`src/rtl/core/slt_pkg.sv`:
```
// Shared types and codes for the source line tokenizer.
// Holds the item structs of both channels and the result bundle of one input item.
// No dependencies.
package slt_pkg;

  // Result slots per input item; a byte causes at most two tokens and the marker
  localparam int unsigned MaxRes = 4;

  typedef logic [7:0]  byte_t;
  typedef logic [2:0]  kind_t;
  typedef logic [11:0] col_t;
  typedef logic [12:0] len_t;
  typedef logic [12:0] count_t;

  // Token kinds
  localparam kind_t KIND_COMMENT = 3'd0;
  localparam kind_t KIND_STRING  = 3'd1;
  localparam kind_t KIND_NUMBER  = 3'd2;
  localparam kind_t KIND_PREPROC = 3'd3;
  localparam kind_t KIND_OPER    = 3'd4;
  localparam kind_t KIND_IDENT   = 3'd5;

  typedef struct packed {
    byte_t char_byte;
    logic  line_end;
  } in_item_t;

  typedef struct packed {
    logic   is_token;
    kind_t  token_kind;
    col_t   start_col;
    len_t   token_len;
    logic   line_done;
    count_t token_total;
    logic   line_too_long;
  } out_item_t;

  // Results of one input item, packed from slot 0 upwards
  typedef struct packed {
    out_item_t [MaxRes-1:0] item;
    logic [2:0]             cnt;
  } burst_t;

endpackage

```
`src/rtl/core/slt_scan.sv`:
```
// Line scanner: holds the per-line scan state and turns one byte into its results.
// Depends on slt_pkg for the item and result bundle types.
module slt_scan #(
  parameter int unsigned MAX_LINE = 4096
) (
  input  logic                  clk_i,
  input  logic                  rst_ni,
  input  logic                  accept_i,
  input  slt_pkg::in_item_t     item_i,
  input  slt_pkg::count_t       max_tokens_i,
  output slt_pkg::burst_t       burst_o
);

  localparam int unsigned PW = $clog2(MAX_LINE);
  localparam int unsigned CW = $clog2(MAX_LINE + 1);

  localparam slt_pkg::byte_t ChSpace  = 8'h20;
  localparam slt_pkg::byte_t ChTab    = 8'h09;
  localparam slt_pkg::byte_t ChCr     = 8'h0d;
  localparam slt_pkg::byte_t ChSemi   = 8'h3b;
  localparam slt_pkg::byte_t ChSlash  = 8'h2f;
  localparam slt_pkg::byte_t ChZero   = 8'h30;
  localparam slt_pkg::byte_t ChDquote = 8'h22;
  localparam slt_pkg::byte_t ChSquote = 8'h27;
  localparam slt_pkg::byte_t ChHash   = 8'h23;
  localparam slt_pkg::byte_t ChDot    = 8'h2e;
  localparam slt_pkg::byte_t ChUnder  = 8'h5f;
  localparam slt_pkg::byte_t ChBslash = 8'h5c;
  localparam slt_pkg::byte_t ChLowX   = 8'h78;
  localparam slt_pkg::byte_t ChUpX    = 8'h58;

  typedef enum logic [3:0] {
    MODE_IDLE,
    MODE_COMMENT,
    MODE_STRING,
    MODE_ESCAPE,
    MODE_DEC,
    MODE_FRAC,
    MODE_HEX,
    MODE_PREPROC,
    MODE_IDENT
  } mode_e;

  typedef struct packed {
    logic          v;
    slt_pkg::kind_t kind;
    logic [PW-1:0] start;
    logic [CW-1:0] len;
  } cand_t;

  function automatic logic is_digit(slt_pkg::byte_t b);
    return b inside {[8'h30:8'h39]};
  endfunction

  function automatic logic is_alpha(slt_pkg::byte_t b);
    return b inside {[8'h61:8'h7a], [8'h41:8'h5a]};
  endfunction

  function automatic logic is_hex(slt_pkg::byte_t b);
    return b inside {[8'h30:8'h39], [8'h61:8'h66], [8'h41:8'h46]};
  endfunction

  function automatic logic is_word(slt_pkg::byte_t b);
    return is_alpha(b) || is_digit(b) || b == ChUnder || b == ChDot;
  endfunction

  // + - * / = < > ! & | ^ ~ ( ) [ ] { } , :
  function automatic logic is_op(slt_pkg::byte_t b);
    return b inside {8'h2b, 8'h2d, 8'h2a, 8'h2f, 8'h3d, 8'h3c, 8'h3e, 8'h21, 8'h26,
                     8'h7c, 8'h5e, 8'h7e, 8'h28, 8'h29, 8'h5b, 8'h5d, 8'h7b, 8'h7d,
                     8'h2c, 8'h3a};
  endfunction

  function automatic slt_pkg::kind_t mode_kind(mode_e m);
    case (m)
      MODE_COMMENT:                   return slt_pkg::KIND_COMMENT;
      MODE_STRING, MODE_ESCAPE:       return slt_pkg::KIND_STRING;
      MODE_DEC, MODE_FRAC, MODE_HEX:  return slt_pkg::KIND_NUMBER;
      MODE_PREPROC:                   return slt_pkg::KIND_PREPROC;
      default:                        return slt_pkg::KIND_IDENT;
    endcase
  endfunction

  // Line state
  mode_e             mode_q, mode_d;
  logic              pend_q, pend_d;
  logic              slash_q, slash_d;
  slt_pkg::byte_t    quote_q, quote_d;
  logic [CW-1:0]     col_q, col_d;
  logic [PW-1:0]     tstart_q, tstart_d;
  slt_pkg::count_t   tcount_q, tcount_d;
  logic              ovf_q, ovf_d;

  // Step temporaries
  slt_pkg::byte_t    b;
  logic [PW-1:0]     pos;
  logic [CW-1:0]     after;
  logic              handled;
  logic              disp;
  cand_t             cand_a, cand_b, cand_c;
  cand_t [2:0]       cands;
  slt_pkg::count_t   cnt;
  logic [2:0]        nres;
  slt_pkg::out_item_t [slt_pkg::MaxRes-1:0] res;

  always_comb begin
    b        = item_i.char_byte;
    pos      = (col_q >= CW'(MAX_LINE - 1)) ? PW'(MAX_LINE - 1) : PW'(col_q);
    after    = (col_q == CW'(MAX_LINE)) ? col_q : col_q + 1'b1;
    ovf_d    = ovf_q | (col_q == CW'(MAX_LINE));
    mode_d   = mode_q;
    pend_d   = pend_q;
    slash_d  = slash_q;
    quote_d  = quote_q;
    tstart_d = tstart_q;
    handled  = 1'b0;
    disp     = 1'b0;
    cand_a   = '0;
    cand_b   = '0;
    cand_c   = '0;

    // Resolve a held '/' or '0' against this byte
    if (pend_q) begin
      pend_d = 1'b0;
      if (slash_q) begin
        handled = 1'b1;
        if (b == ChSlash) begin
          mode_d = MODE_COMMENT;
        end else begin
          cand_a = '{v: 1'b1, kind: slt_pkg::KIND_OPER, start: tstart_q, len: CW'(1)};
          disp   = 1'b1;
        end
      end else if (b == ChLowX || b == ChUpX) begin
        mode_d  = MODE_HEX;
        handled = 1'b1;
      end else begin
        mode_d = MODE_DEC;
      end
    end

    // Advance the current token
    if (!handled) begin
      case (mode_d)
        MODE_COMMENT: begin
        end
        MODE_STRING: begin
          if (b == quote_q) begin
            cand_a = '{v: 1'b1, kind: slt_pkg::KIND_STRING, start: tstart_q,
                       len: after - CW'(tstart_q)};
            mode_d = MODE_IDLE;
          end else if (b == ChBslash) begin
            mode_d = MODE_ESCAPE;
          end
        end
        MODE_ESCAPE: begin
          mode_d = MODE_STRING;
        end
        MODE_DEC, MODE_FRAC: begin
          if (is_digit(b)) begin
          end else if (mode_d == MODE_DEC && b == ChDot) begin
            mode_d = MODE_FRAC;
          end else begin
            cand_a = '{v: 1'b1, kind: slt_pkg::KIND_NUMBER, start: tstart_q,
                       len: col_q - CW'(tstart_q)};
            disp   = 1'b1;
          end
        end
        MODE_HEX: begin
          if (!is_hex(b)) begin
            cand_a = '{v: 1'b1, kind: slt_pkg::KIND_NUMBER, start: tstart_q,
                       len: col_q - CW'(tstart_q)};
            disp   = 1'b1;
          end
        end
        MODE_PREPROC: begin
          if (b == ChSpace || b == ChTab) begin
            cand_a = '{v: 1'b1, kind: slt_pkg::KIND_PREPROC, start: tstart_q,
                       len: col_q - CW'(tstart_q)};
            mode_d = MODE_IDLE;
          end
        end
        MODE_IDENT: begin
          if (!is_word(b)) begin
            cand_a = '{v: 1'b1, kind: slt_pkg::KIND_IDENT, start: tstart_q,
                       len: col_q - CW'(tstart_q)};
            disp   = 1'b1;
          end
        end
        default: begin
          disp = 1'b1;
        end
      endcase
    end

    // Start a new token from this byte
    if (disp) begin
      mode_d = MODE_IDLE;
      if (!(b == ChSpace || b == ChTab || b == ChCr)) begin
        tstart_d = pos;
        if (b == ChSemi) begin
          mode_d = MODE_COMMENT;
        end else if (b == ChSlash || b == ChZero) begin
          pend_d  = 1'b1;
          slash_d = (b == ChSlash);
        end else if (b == ChDquote || b == ChSquote) begin
          quote_d = b;
          mode_d  = MODE_STRING;
        end else if (is_digit(b)) begin
          mode_d = MODE_DEC;
        end else if (b == ChHash) begin
          mode_d = MODE_PREPROC;
        end else if (is_op(b)) begin
          cand_b = '{v: 1'b1, kind: slt_pkg::KIND_OPER, start: pos, len: CW'(1)};
        end else if (is_alpha(b) || b == ChUnder || b == ChDot) begin
          mode_d = MODE_IDENT;
        end else begin
          cand_b = '{v: 1'b1, kind: slt_pkg::KIND_IDENT, start: pos, len: CW'(1)};
        end
      end
    end

    col_d = after;

    // Flush an open token at the end of the line
    if (item_i.line_end) begin
      if (pend_d) begin
        cand_c = '{v: 1'b1,
                   kind: slash_d ? slt_pkg::KIND_OPER : slt_pkg::KIND_NUMBER,
                   start: tstart_d, len: after - CW'(tstart_d)};
      end else if (mode_d != MODE_IDLE) begin
        cand_c = '{v: 1'b1, kind: mode_kind(mode_d), start: tstart_d,
                   len: after - CW'(tstart_d)};
      end
    end

    // Pack tokens under the per-line limit, then the marker
    cands = {cand_c, cand_b, cand_a};
    cnt   = tcount_q;
    nres  = '0;
    res   = '0;
    for (int k = 0; k < 3; k++) begin
      if (cands[k].v && cnt < max_tokens_i) begin
        res[nres[1:0]] = '{is_token: 1'b1, token_kind: cands[k].kind,
                           start_col: slt_pkg::col_t'(cands[k].start),
                           token_len: slt_pkg::len_t'(cands[k].len),
                           line_done: 1'b0, token_total: '0, line_too_long: 1'b0};
        nres = nres + 3'd1;
        cnt  = cnt + 1'b1;
      end
    end
    if (item_i.line_end) begin
      res[nres[1:0]] = '{is_token: 1'b0, token_kind: '0, start_col: '0, token_len: '0,
                         line_done: 1'b1, token_total: cnt, line_too_long: ovf_d};
      nres = nres + 3'd1;
    end
    tcount_d = cnt;

    burst_o.item = res;
    burst_o.cnt  = nres;
  end

  // Hold line state; clear it after the marker
  always_ff @(posedge clk_i or negedge rst_ni) begin
    if (!rst_ni) begin
      mode_q   <= MODE_IDLE;
      pend_q   <= 1'b0;
      slash_q  <= 1'b0;
      quote_q  <= '0;
      col_q    <= '0;
      tstart_q <= '0;
      tcount_q <= '0;
      ovf_q    <= 1'b0;
    end else if (accept_i) begin
      if (item_i.line_end) begin
        mode_q   <= MODE_IDLE;
        pend_q   <= 1'b0;
        slash_q  <= 1'b0;
        quote_q  <= '0;
        col_q    <= '0;
        tstart_q <= '0;
        tcount_q <= '0;
        ovf_q    <= 1'b0;
      end else begin
        mode_q   <= mode_d;
        pend_q   <= pend_d;
        slash_q  <= slash_d;
        quote_q  <= quote_d;
        col_q    <= col_d;
        tstart_q <= tstart_d;
        tcount_q <= tcount_d;
        ovf_q    <= ovf_d;
      end
    end
  end

endmodule

```
`src/rtl/core/slt_out_queue.sv`:
```
// Result queue: eight-entry FIFO that takes up to four results per cycle, gives one.
// Depends on slt_pkg for the result item and bundle types.
module slt_out_queue (
  input  logic                clk_i,
  input  logic                rst_ni,
  input  logic                push_i,
  input  slt_pkg::burst_t     burst_i,
  output logic                room_o,
  output logic                out_valid_o,
  input  logic                out_ready_i,
  output slt_pkg::out_item_t  out_data_o
);

  localparam int unsigned Depth = 2 * slt_pkg::MaxRes;
  localparam int unsigned AW    = $clog2(Depth);

  slt_pkg::out_item_t mem_q [Depth];
  logic [AW-1:0]      wr_q, wr_d;
  logic [AW-1:0]      rd_q, rd_d;
  logic [AW:0]        cnt_q, cnt_d;
  logic [2:0]         push_n;
  logic               pop;

  // Accept a new item only while a full burst still fits
  assign room_o      = cnt_q <= (AW + 1)'(Depth - slt_pkg::MaxRes);
  assign out_valid_o = cnt_q != '0;
  assign out_data_o  = mem_q[rd_q];
  assign pop         = out_valid_o && out_ready_i;
  assign push_n      = push_i ? burst_i.cnt : 3'd0;

  always_comb begin
    wr_d  = wr_q + AW'(push_n);
    rd_d  = rd_q + AW'(pop);
    cnt_d = cnt_q + (AW + 1)'(push_n) - (AW + 1)'(pop);
  end

  // Store the burst
  always_ff @(posedge clk_i) begin
    for (int k = 0; k < slt_pkg::MaxRes; k++) begin
      if (push_i && 3'(k) < burst_i.cnt) begin
        mem_q[wr_q + AW'(k)] <= burst_i.item[k];
      end
    end
  end

  // Advance pointers and fill level
  always_ff @(posedge clk_i or negedge rst_ni) begin
    if (!rst_ni) begin
      wr_q  <= '0;
      rd_q  <= '0;
      cnt_q <= '0;
    end else begin
      wr_q  <= wr_d;
      rd_q  <= rd_d;
      cnt_q <= cnt_d;
    end
  end

endmodule

```
`src/rtl/core/source_line_tokenizer_unit.sv`:
```
// Source line tokenizer, top level: token limit register, line scanner, result queue.
// Depends on slt_pkg, slt_scan and slt_out_queue.
//
// Usage: feed one byte of a source line per in_data_i item, with line_end set on the
// last byte. Each byte gives zero to three results on out_data_o: highlighting tokens
// (kind, start column, length) in line order, and after the last byte one end-of-line
// marker with the token count and the long-line flag.
// The token limit is written through cfg_valid_i/cfg_data_i, which is always ready;
// write it only while no line is in flight. It resets to 4096.
// The results of a byte are written into the result queue when the byte is taken.
// Throughput: one byte per cycle while the result queue holds four entries or fewer;
// the output side drains one result per cycle, so bytes that close two tokens, or a
// stalled receiver, fill the queue and drop in_ready_o until it drains.
// A stalled receiver never loses results: they wait in the eight-entry queue.
// Reset empties the queue, clears the line state and sets the token limit to 4096.
module source_line_tokenizer_unit #(
  parameter int unsigned MAX_LINE = 4096
) (
  input  logic                clk_i,
  input  logic                rst_ni,
  input  logic                in_valid_i,
  output logic                in_ready_o,
  input  slt_pkg::in_item_t   in_data_i,
  output logic                out_valid_o,
  input  logic                out_ready_i,
  output slt_pkg::out_item_t  out_data_o,
  input  logic                cfg_valid_i,
  output logic                cfg_ready_o,
  input  slt_pkg::count_t     cfg_data_i
);

  slt_pkg::count_t max_tokens_q;
  slt_pkg::burst_t burst;
  logic            accept;

  assign cfg_ready_o = 1'b1;
  assign accept      = in_valid_i && in_ready_o;

  // Hold the per-line token limit
  always_ff @(posedge clk_i or negedge rst_ni) begin
    if (!rst_ni) begin
      max_tokens_q <= slt_pkg::count_t'(4096);
    end else if (cfg_valid_i) begin
      max_tokens_q <= cfg_data_i;
    end
  end

  slt_scan #(
    .MAX_LINE (MAX_LINE)
  ) u_scan (
    .clk_i        (clk_i),
    .rst_ni       (rst_ni),
    .accept_i     (accept),
    .item_i       (in_data_i),
    .max_tokens_i (max_tokens_q),
    .burst_o      (burst)
  );

  slt_out_queue u_queue (
    .clk_i       (clk_i),
    .rst_ni      (rst_ni),
    .push_i      (accept),
    .burst_i     (burst),
    .room_o      (in_ready_o),
    .out_valid_o (out_valid_o),
    .out_ready_i (out_ready_i),
    .out_data_o  (out_data_o)
  );

endmodule
```
`config.mk`:
```
export PLATFORM = sky130hd
export DESIGN_NAME = source_line_tokenizer_unit
export DESIGN_NICKNAME = d
export VERILOG_FILES = /design/src/rtl/core/slt_pkg.sv /design/src/rtl/core/slt_scan.sv /design/src/rtl/core/slt_out_queue.sv /design/src/rtl/core/source_line_tokenizer_unit.sv
export SDC_FILE = /design/constraint.sdc
export NUM_CORES = 1
export LEC_CHECK = 0
export BUFFER_PORTS_ARGS = -buffer_cell sky130_fd_sc_hd__clkbuf_2
export CORE_UTILIZATION = 44
export DETAILED_ROUTE_END_ITERATION = 12
export PLACE_DENSITY_LB_ADDON = 0.15
export SYNTH_ARGS = -nofsm -noshare
export SYNTH_HDL_FRONTEND = slang
export SYNTH_SLANG_ARGS = --single-unit
```
`constraint.sdc`:
```
create_clock -name clk_i -period 11.7 [get_ports clk_i]
set_clock_uncertainty 0.1 [all_clocks]
set_input_delay 2.34 -clock clk_i [delete_from_list [all_inputs] [get_ports clk_i]]
set_output_delay 2.34 -clock clk_i [all_outputs]
set_load 0.05 [all_outputs]
```
Yosys cells after proc, flatten, opt, wreduce, memory -nomap -nowiden
Memory sizes are Yosys's and may differ from the RTL's.
Cells that the tools add are included.
{"block": "totals", "word_cells": 262, "ram_bits": 352, "memories": 1, "register_bits": 76, "input_bits": 27}
{"memory": "u_queue.mem_q", "depth": 8, "word_bits": 44, "rd": 1, "rd_clocked_by_memory_dff": 0, "wr": 3, "line": "slt_out_queue.sv:17", "text": "slt_pkg::out_item_t mem_q [Depth];"}
{"block": "op_classes", "n_lt_le_gt_ge": 23, "bitwise": 1, "n_addsub": 17, "muxes": 114, "eq_ne": 53, "reduce_logical": 41}
{"cell": "2-to-1 mux 29 bit", "count": 22}
{"cell": "bitwise mux 176 bit", "count": 3}
{"cell": "2-to-1 mux 176 bit", "count": 3}
{"cell": "demux 44 bit (select 2 bit)", "count": 3}
{"cell": "2-to-1 mux 44 bit", "count": 5}
{"cell": "== test 8 x 6 -> 1 bit (second input constant)", "count": 20}
{"cell": "one-hot mux 29 bit (5 select lines)", "count": 1}
{"cell": "== test 8 x 7 -> 1 bit (second input constant)", "count": 11}
{"cell": "2-to-1 mux 13 bit", "count": 6}
{"cell": "2-to-1 mux 4 bit", "count": 19}
{"cell": "adder 13 x 1 -> 13 bit (second input constant)", "count": 4}
{"cell": "2-to-1 mux 12 bit", "count": 4}
{"cell": "2-to-1 mux 8 bit", "count": 6}
{"cell": "OR reduction 44 bit", "count": 1}
{"cell": "< comparator 13 bit", "count": 3}
{"cell": "subtractor 13 x 12 -> 13 bit", "count": 3}
{"cell": "== test 4 x 3 -> 1 bit (second input constant)", "count": 8}
{"cell": "less-or-equal comparator 8 x 7 -> 1 bit (second input constant)", "count": 4}
{"cell": "2-to-1 mux 1 bit", "count": 32}
{"cell": "nonzero test 20 bit", "count": 1}
{"cell": "logical AND 1 bit", "count": 18}
{"cell": "2-to-1 mux 3 bit", "count": 6}
{"cell": "== test 4 x 2 -> 1 bit (second input constant)", "count": 4}
{"cell": "== test 8 x 4 -> 1 bit (second input constant)", "count": 2}
{"cell": "36 further kinds", "count": 60}

Longest topological paths before layout
{"block": "depth", "ltp_word": 30, "mapped_depth": 46}

Modules after synthesis
Synthesis repeated with hierarchy kept, for this count alone.
{"block": "hier_totals", "hier_cells": 3742, "hier_area_um2": 32805.2}
{"module": "slt_out_queue", "n_inst": 1, "area_per_inst_um2": 22894.5, "cells_each": 2333}
{"module": "slt_scan", "n_inst": 1, "area_per_inst_um2": 9371.5, "cells_each": 1379}
{"module": "source_line_tokenizer_unit", "n_inst": 1, "area_per_inst_um2": 539.3, "cells_each": 30}

Worst setup path after synthesis
OpenSTA, ideal clock, no wires.
{"block": "synth_timing", "path_kind": "in2reg", "start": "input port in_data_i[8] (netlist bit)", "end": "memory u_queue.mem_q[1][0] (netlist bit) (enable)", "required_time_ns": 11.094, "path_slack_ns": -3.140, "stages": 39, "path_buffers": 4, "setup_ns": 0.506, "arrival_time_ns": 14.233, "path_cell_list": "buf_6 -> or4b_1 -> buf_4 -> or4_1 -> a211oi_2 -> a211oi_1 -> and3_1 -> buf_4 -> o211a_2 -> or4_1 -> ha_1 -> a21o_1 -> a21o_1 -> a21oi_1 -> nor2_1 -> a211oi_1 -> nand2_1 -> nor4_4 -> [3 not listed] -> a21o_1 -> a21o_1 -> a21o_1 -> a21o_1 -> a21o_1 -> a211o_1 -> a311oi_2 -> nand2_2 -> inv_2 -> fa_1 -> ha_1 -> inv_1 -> ha_1 -> nor3_1 -> clkbuf_1 -> xnor2_1 -> nand2b_1 -> o21ai_0"}
{"element": "from (decl)", "line": "source_line_tokenizer_unit.sv:23", "text": "input slt_pkg::in_item_t in_data_i,"}
{"element": "to (decl)", "line": "slt_out_queue.sv:17"}

==> flow_summary_export.csv <==
group,metric,value,unit
detailed_routing,drc,0,
synthesis,avgSynthCellArea,10.3,µm²
detailed_routing,drtIter0Drc,2666,
detailed_routing,ant_nets,0,
place,port-buffer-count,72,
finish,layout.cells.most_common_list,"352 x edfxtp_1, 347 x nor2_1, 212 x nand2_1, 205 x o21ai_0, 189 x buf_4",
place,pre_cts_ws,-0.170,ns
sta,max_freq,89.2,MHz
synthesis,ys.flop_type,"edfxtp_1",
pwr,power,0.0111,W
sta,report.final.slew_viol_count,0,
worst_setup_path,cpMostUsedCell,"a21o_1",
worst_setup_path,path_buf_inv,5,
floorplanning,dieWidth,251,µm
synthesis,synth.distinct_cells,110,
sta,slew_headroom,0.0222,
pwr,cellPowerDensity,346,mW/mm²
clock_tree,clk_latency,0.59,ns
sta,hold_viol_final,0,
clock_tree,cts_root_buffer,"clkbuf_16",
sta,worstMarginPinSlew,1.43,ns
run_status,status,"finished clean",
synthesis,synth_nets,2769,
sta,post-route-period-util,0.958,
synthesis,netlist_area,0.0273,mm²
worst_setup_path,critPathTopFamily,"compound AO/OA/AOI/OAI gates",
synthesis,synth_seq_area_share,0.456,
worst_setup_path,crit_arrival,11.42,ns
worst_setup_path,cp_slowest_cell,"or4b_1",
detailed_routing,top_layer,"met4",
job,cap_violations,0,
floorplanning,die-area,0.0631,mm²
synthesis,synth_cells,2640,
clock_tree,cts_buffers,48,
worst_setup_path,critPathLaunchType,"input pin",
finish,nNetsFinal,2930,
floorplanning,coreArea,0.0608,mm²
sta,setup-violations-final,0,
global_route,grt_antenna_before_repair,0,
floorplanning,std_cell_rows,90,
worst_setup_path,cp_slowest_stage_delay,0.60,ns
sta,min_period,11.21,ns
floorplanning,io_pins,74,
global_route,grt_pass1_wl,143000,µm
global_route,grt_pass1_vias,22700,
global_route,grt-ovfl-total,0,
clock_tree,cts_tree,"done",
detailed_routing,wl_met1,41700,µm
clock_tree,cts.path.max_buffers,3,
clock_tree,clk_pin_slew,0.06,ns
hold_path,hold_path.class,"flop to flop",
finish,diodes,0,
synthesis,ys_ff_latch,428,
clock_tree,clock_sinks,428,
finish,area_delta_synth_final,16.9,%
finish,final_common_cell,"edfxtp_1",
detailed_routing,wl_met3,8540,µm
detailed_routing,drt-wirelength-per-cell,26.5,µm
worst_setup_path,reg2reg_slack,2.01,ns
place,gp_congestion,1.00,
worst_setup_path,cp-end-kind,"flop",
floorplanning,start_util,0.449,
detailed_routing,dr.pass1.iters,6,
synthesis,postSynth.asyncResetShare,0.178,
detailed_routing,wirelength,95800,µm
worst_setup_path,cp_max_fo,14,
global_route,grtUsageTotal,0.301,
detailed_routing,avgViaCountPerCell,6.36,
pwr,peakVddDrop,199,µV
clock_tree,h-tree-depth,2,
synthesis,synth_enable_flop_cells,352,
finish,drive_above_1_share,0.226,
place,dp_hpwl,68800,µm
worst_setup_path,path_class,"input pin to flop",
detailed_routing,num_vias,23000,
floorplanning,die_height,251,µm
detailed_routing,wl_met2,43200,µm
sta,rsz0062_at_grt,"no",
pwr,p_leak,11.8,nW
worst_setup_path,critPathRequiredTime,11.91,ns
synthesis,ys_warn_count,0,
global_route,grt_max_degree,53,
sta,setup_tns,0,ns
sta,timing.final.ws_setup,0.487,ns
synth_stat cells (55+ instances only):
cell type / count / area (µm²)
a21oi_1: 88 / 440
o21ai_0: 214 / 1070
clkbuf_1: 130 / 488
mux4_2: 88 / 1980
o21ai_1: 55 / 275
inv_1: 99 / 372
edfxtp_1: 352 / 10600
ha_1: 96 / 1200
nand2_1: 216 / 811
o22ai_1: 170 / 1060
dfrtp_1: 75 / 1880
nor2_1: 362 / 1360
cell type report:
type | instances | area [µm²]
Fill cell | 5374 | 28900
Multi-Input combinational cell | 1929 | 14100
Sequential cell | 428 | 12500
Timing Repair Buffer | 291 | 2390
Clock buffer | 61 | 1300
Tap cell | 782 | 978
Inverter | 103 | 389
Clock inverter | 27 | 293
state kept, by name, summed over array words and instances, names as in the netlist, 4 cells and up:
name,flops
u_queue.mem_q,352
max_tokens_q,13
u_scan.col_q,13
u_scan.tcount_q,13
u_scan.tstart_q,12
u_scan.quote_q,8
u_queue.cnt_q,4
u_scan.mode_q,4
worst paths after layout:
path,to,depth (start not counted),start
min,u_scan.quote_q[4],1,u_scan.quote_q[4]
min reg2reg,u_scan.quote_q[4],1,u_scan.quote_q[4]
max reg2reg,u_queue.mem_q[0][1],41,u_scan.slash_q
min in group asynchronous,u_scan.tcount_q[2],1,rst_ni
max,u_queue.mem_q[0][1],41,in_data_i[7]
max in group asynchronous,u_scan.col_q[10],2,rst_ni
worst reg2reg max path, delay by kind of cell, from the launching register on:
kind	cells	cell delay, ns
AND/OR/NAND/NOR	11	2.93
flip-flops	1	0.50
XOR/XNOR	1	0.21
AO/OA/AOI/OAI	18	3.64
adder cells (fa/ha/maj)	5	1.35
buffers and inverters	6	0.66
per-layer routing:
layer  up-vias  global-route usage
li1      10300                   -
met1     11500               0.432
met2      1148               0.466
met3       167              0.0552
met4         0              0.0826
met5         -                   0
cell families after synthesis:
group                    after synthesis  share of synthesized area
flip-flops                           428                      0.456
AO/OA/AOI/OAI                        796                      0.193
XOR/XNOR                              85                     0.0316
AND/OR/NAND/NOR                      797                      0.132
adder cells (fa/ha/maj)              102                     0.0484
multiplexers                         148                     0.0967
buffers and inverters                283                     0.0413
other                                  1                   0.000137
where the power goes:
group | switching (W) | total [W] | internal (W) | leakage [nW]
logic | 0.00458 | 0.00704 | 0.00247 | 6.77
clock network | 0.000650 | 0.00155 | 0.000899 | 0.783
registers | 0.000212 | 0.00247 | 0.00226 | 4.25
through the flow:
step	utilization	hold slack, ns	instances	cell area [µm²]
3_3_place_gp	0.499	0.384	3533	30300
2_1_floorplan	-	0.368	2640	27700
4_1_cts	0.525	0.413	3621	31900
3_5_place_dp	0.499	0.395	3533	30300
6_report	0.525	0.407	3621	31900
5_1_grt	0.525	0.439	3621	31900
what timing repair did:
| item | CTS | global route |
|---|---|---|
| hold buffers | 0 | 0 |
| buffers inserted | 0 | 0 |
| endpoints found under the setup margin | 0 | 175 |
| resized for setup | 0 | 5 |
No activity file was read; power rests on OpenSTA's default activity.
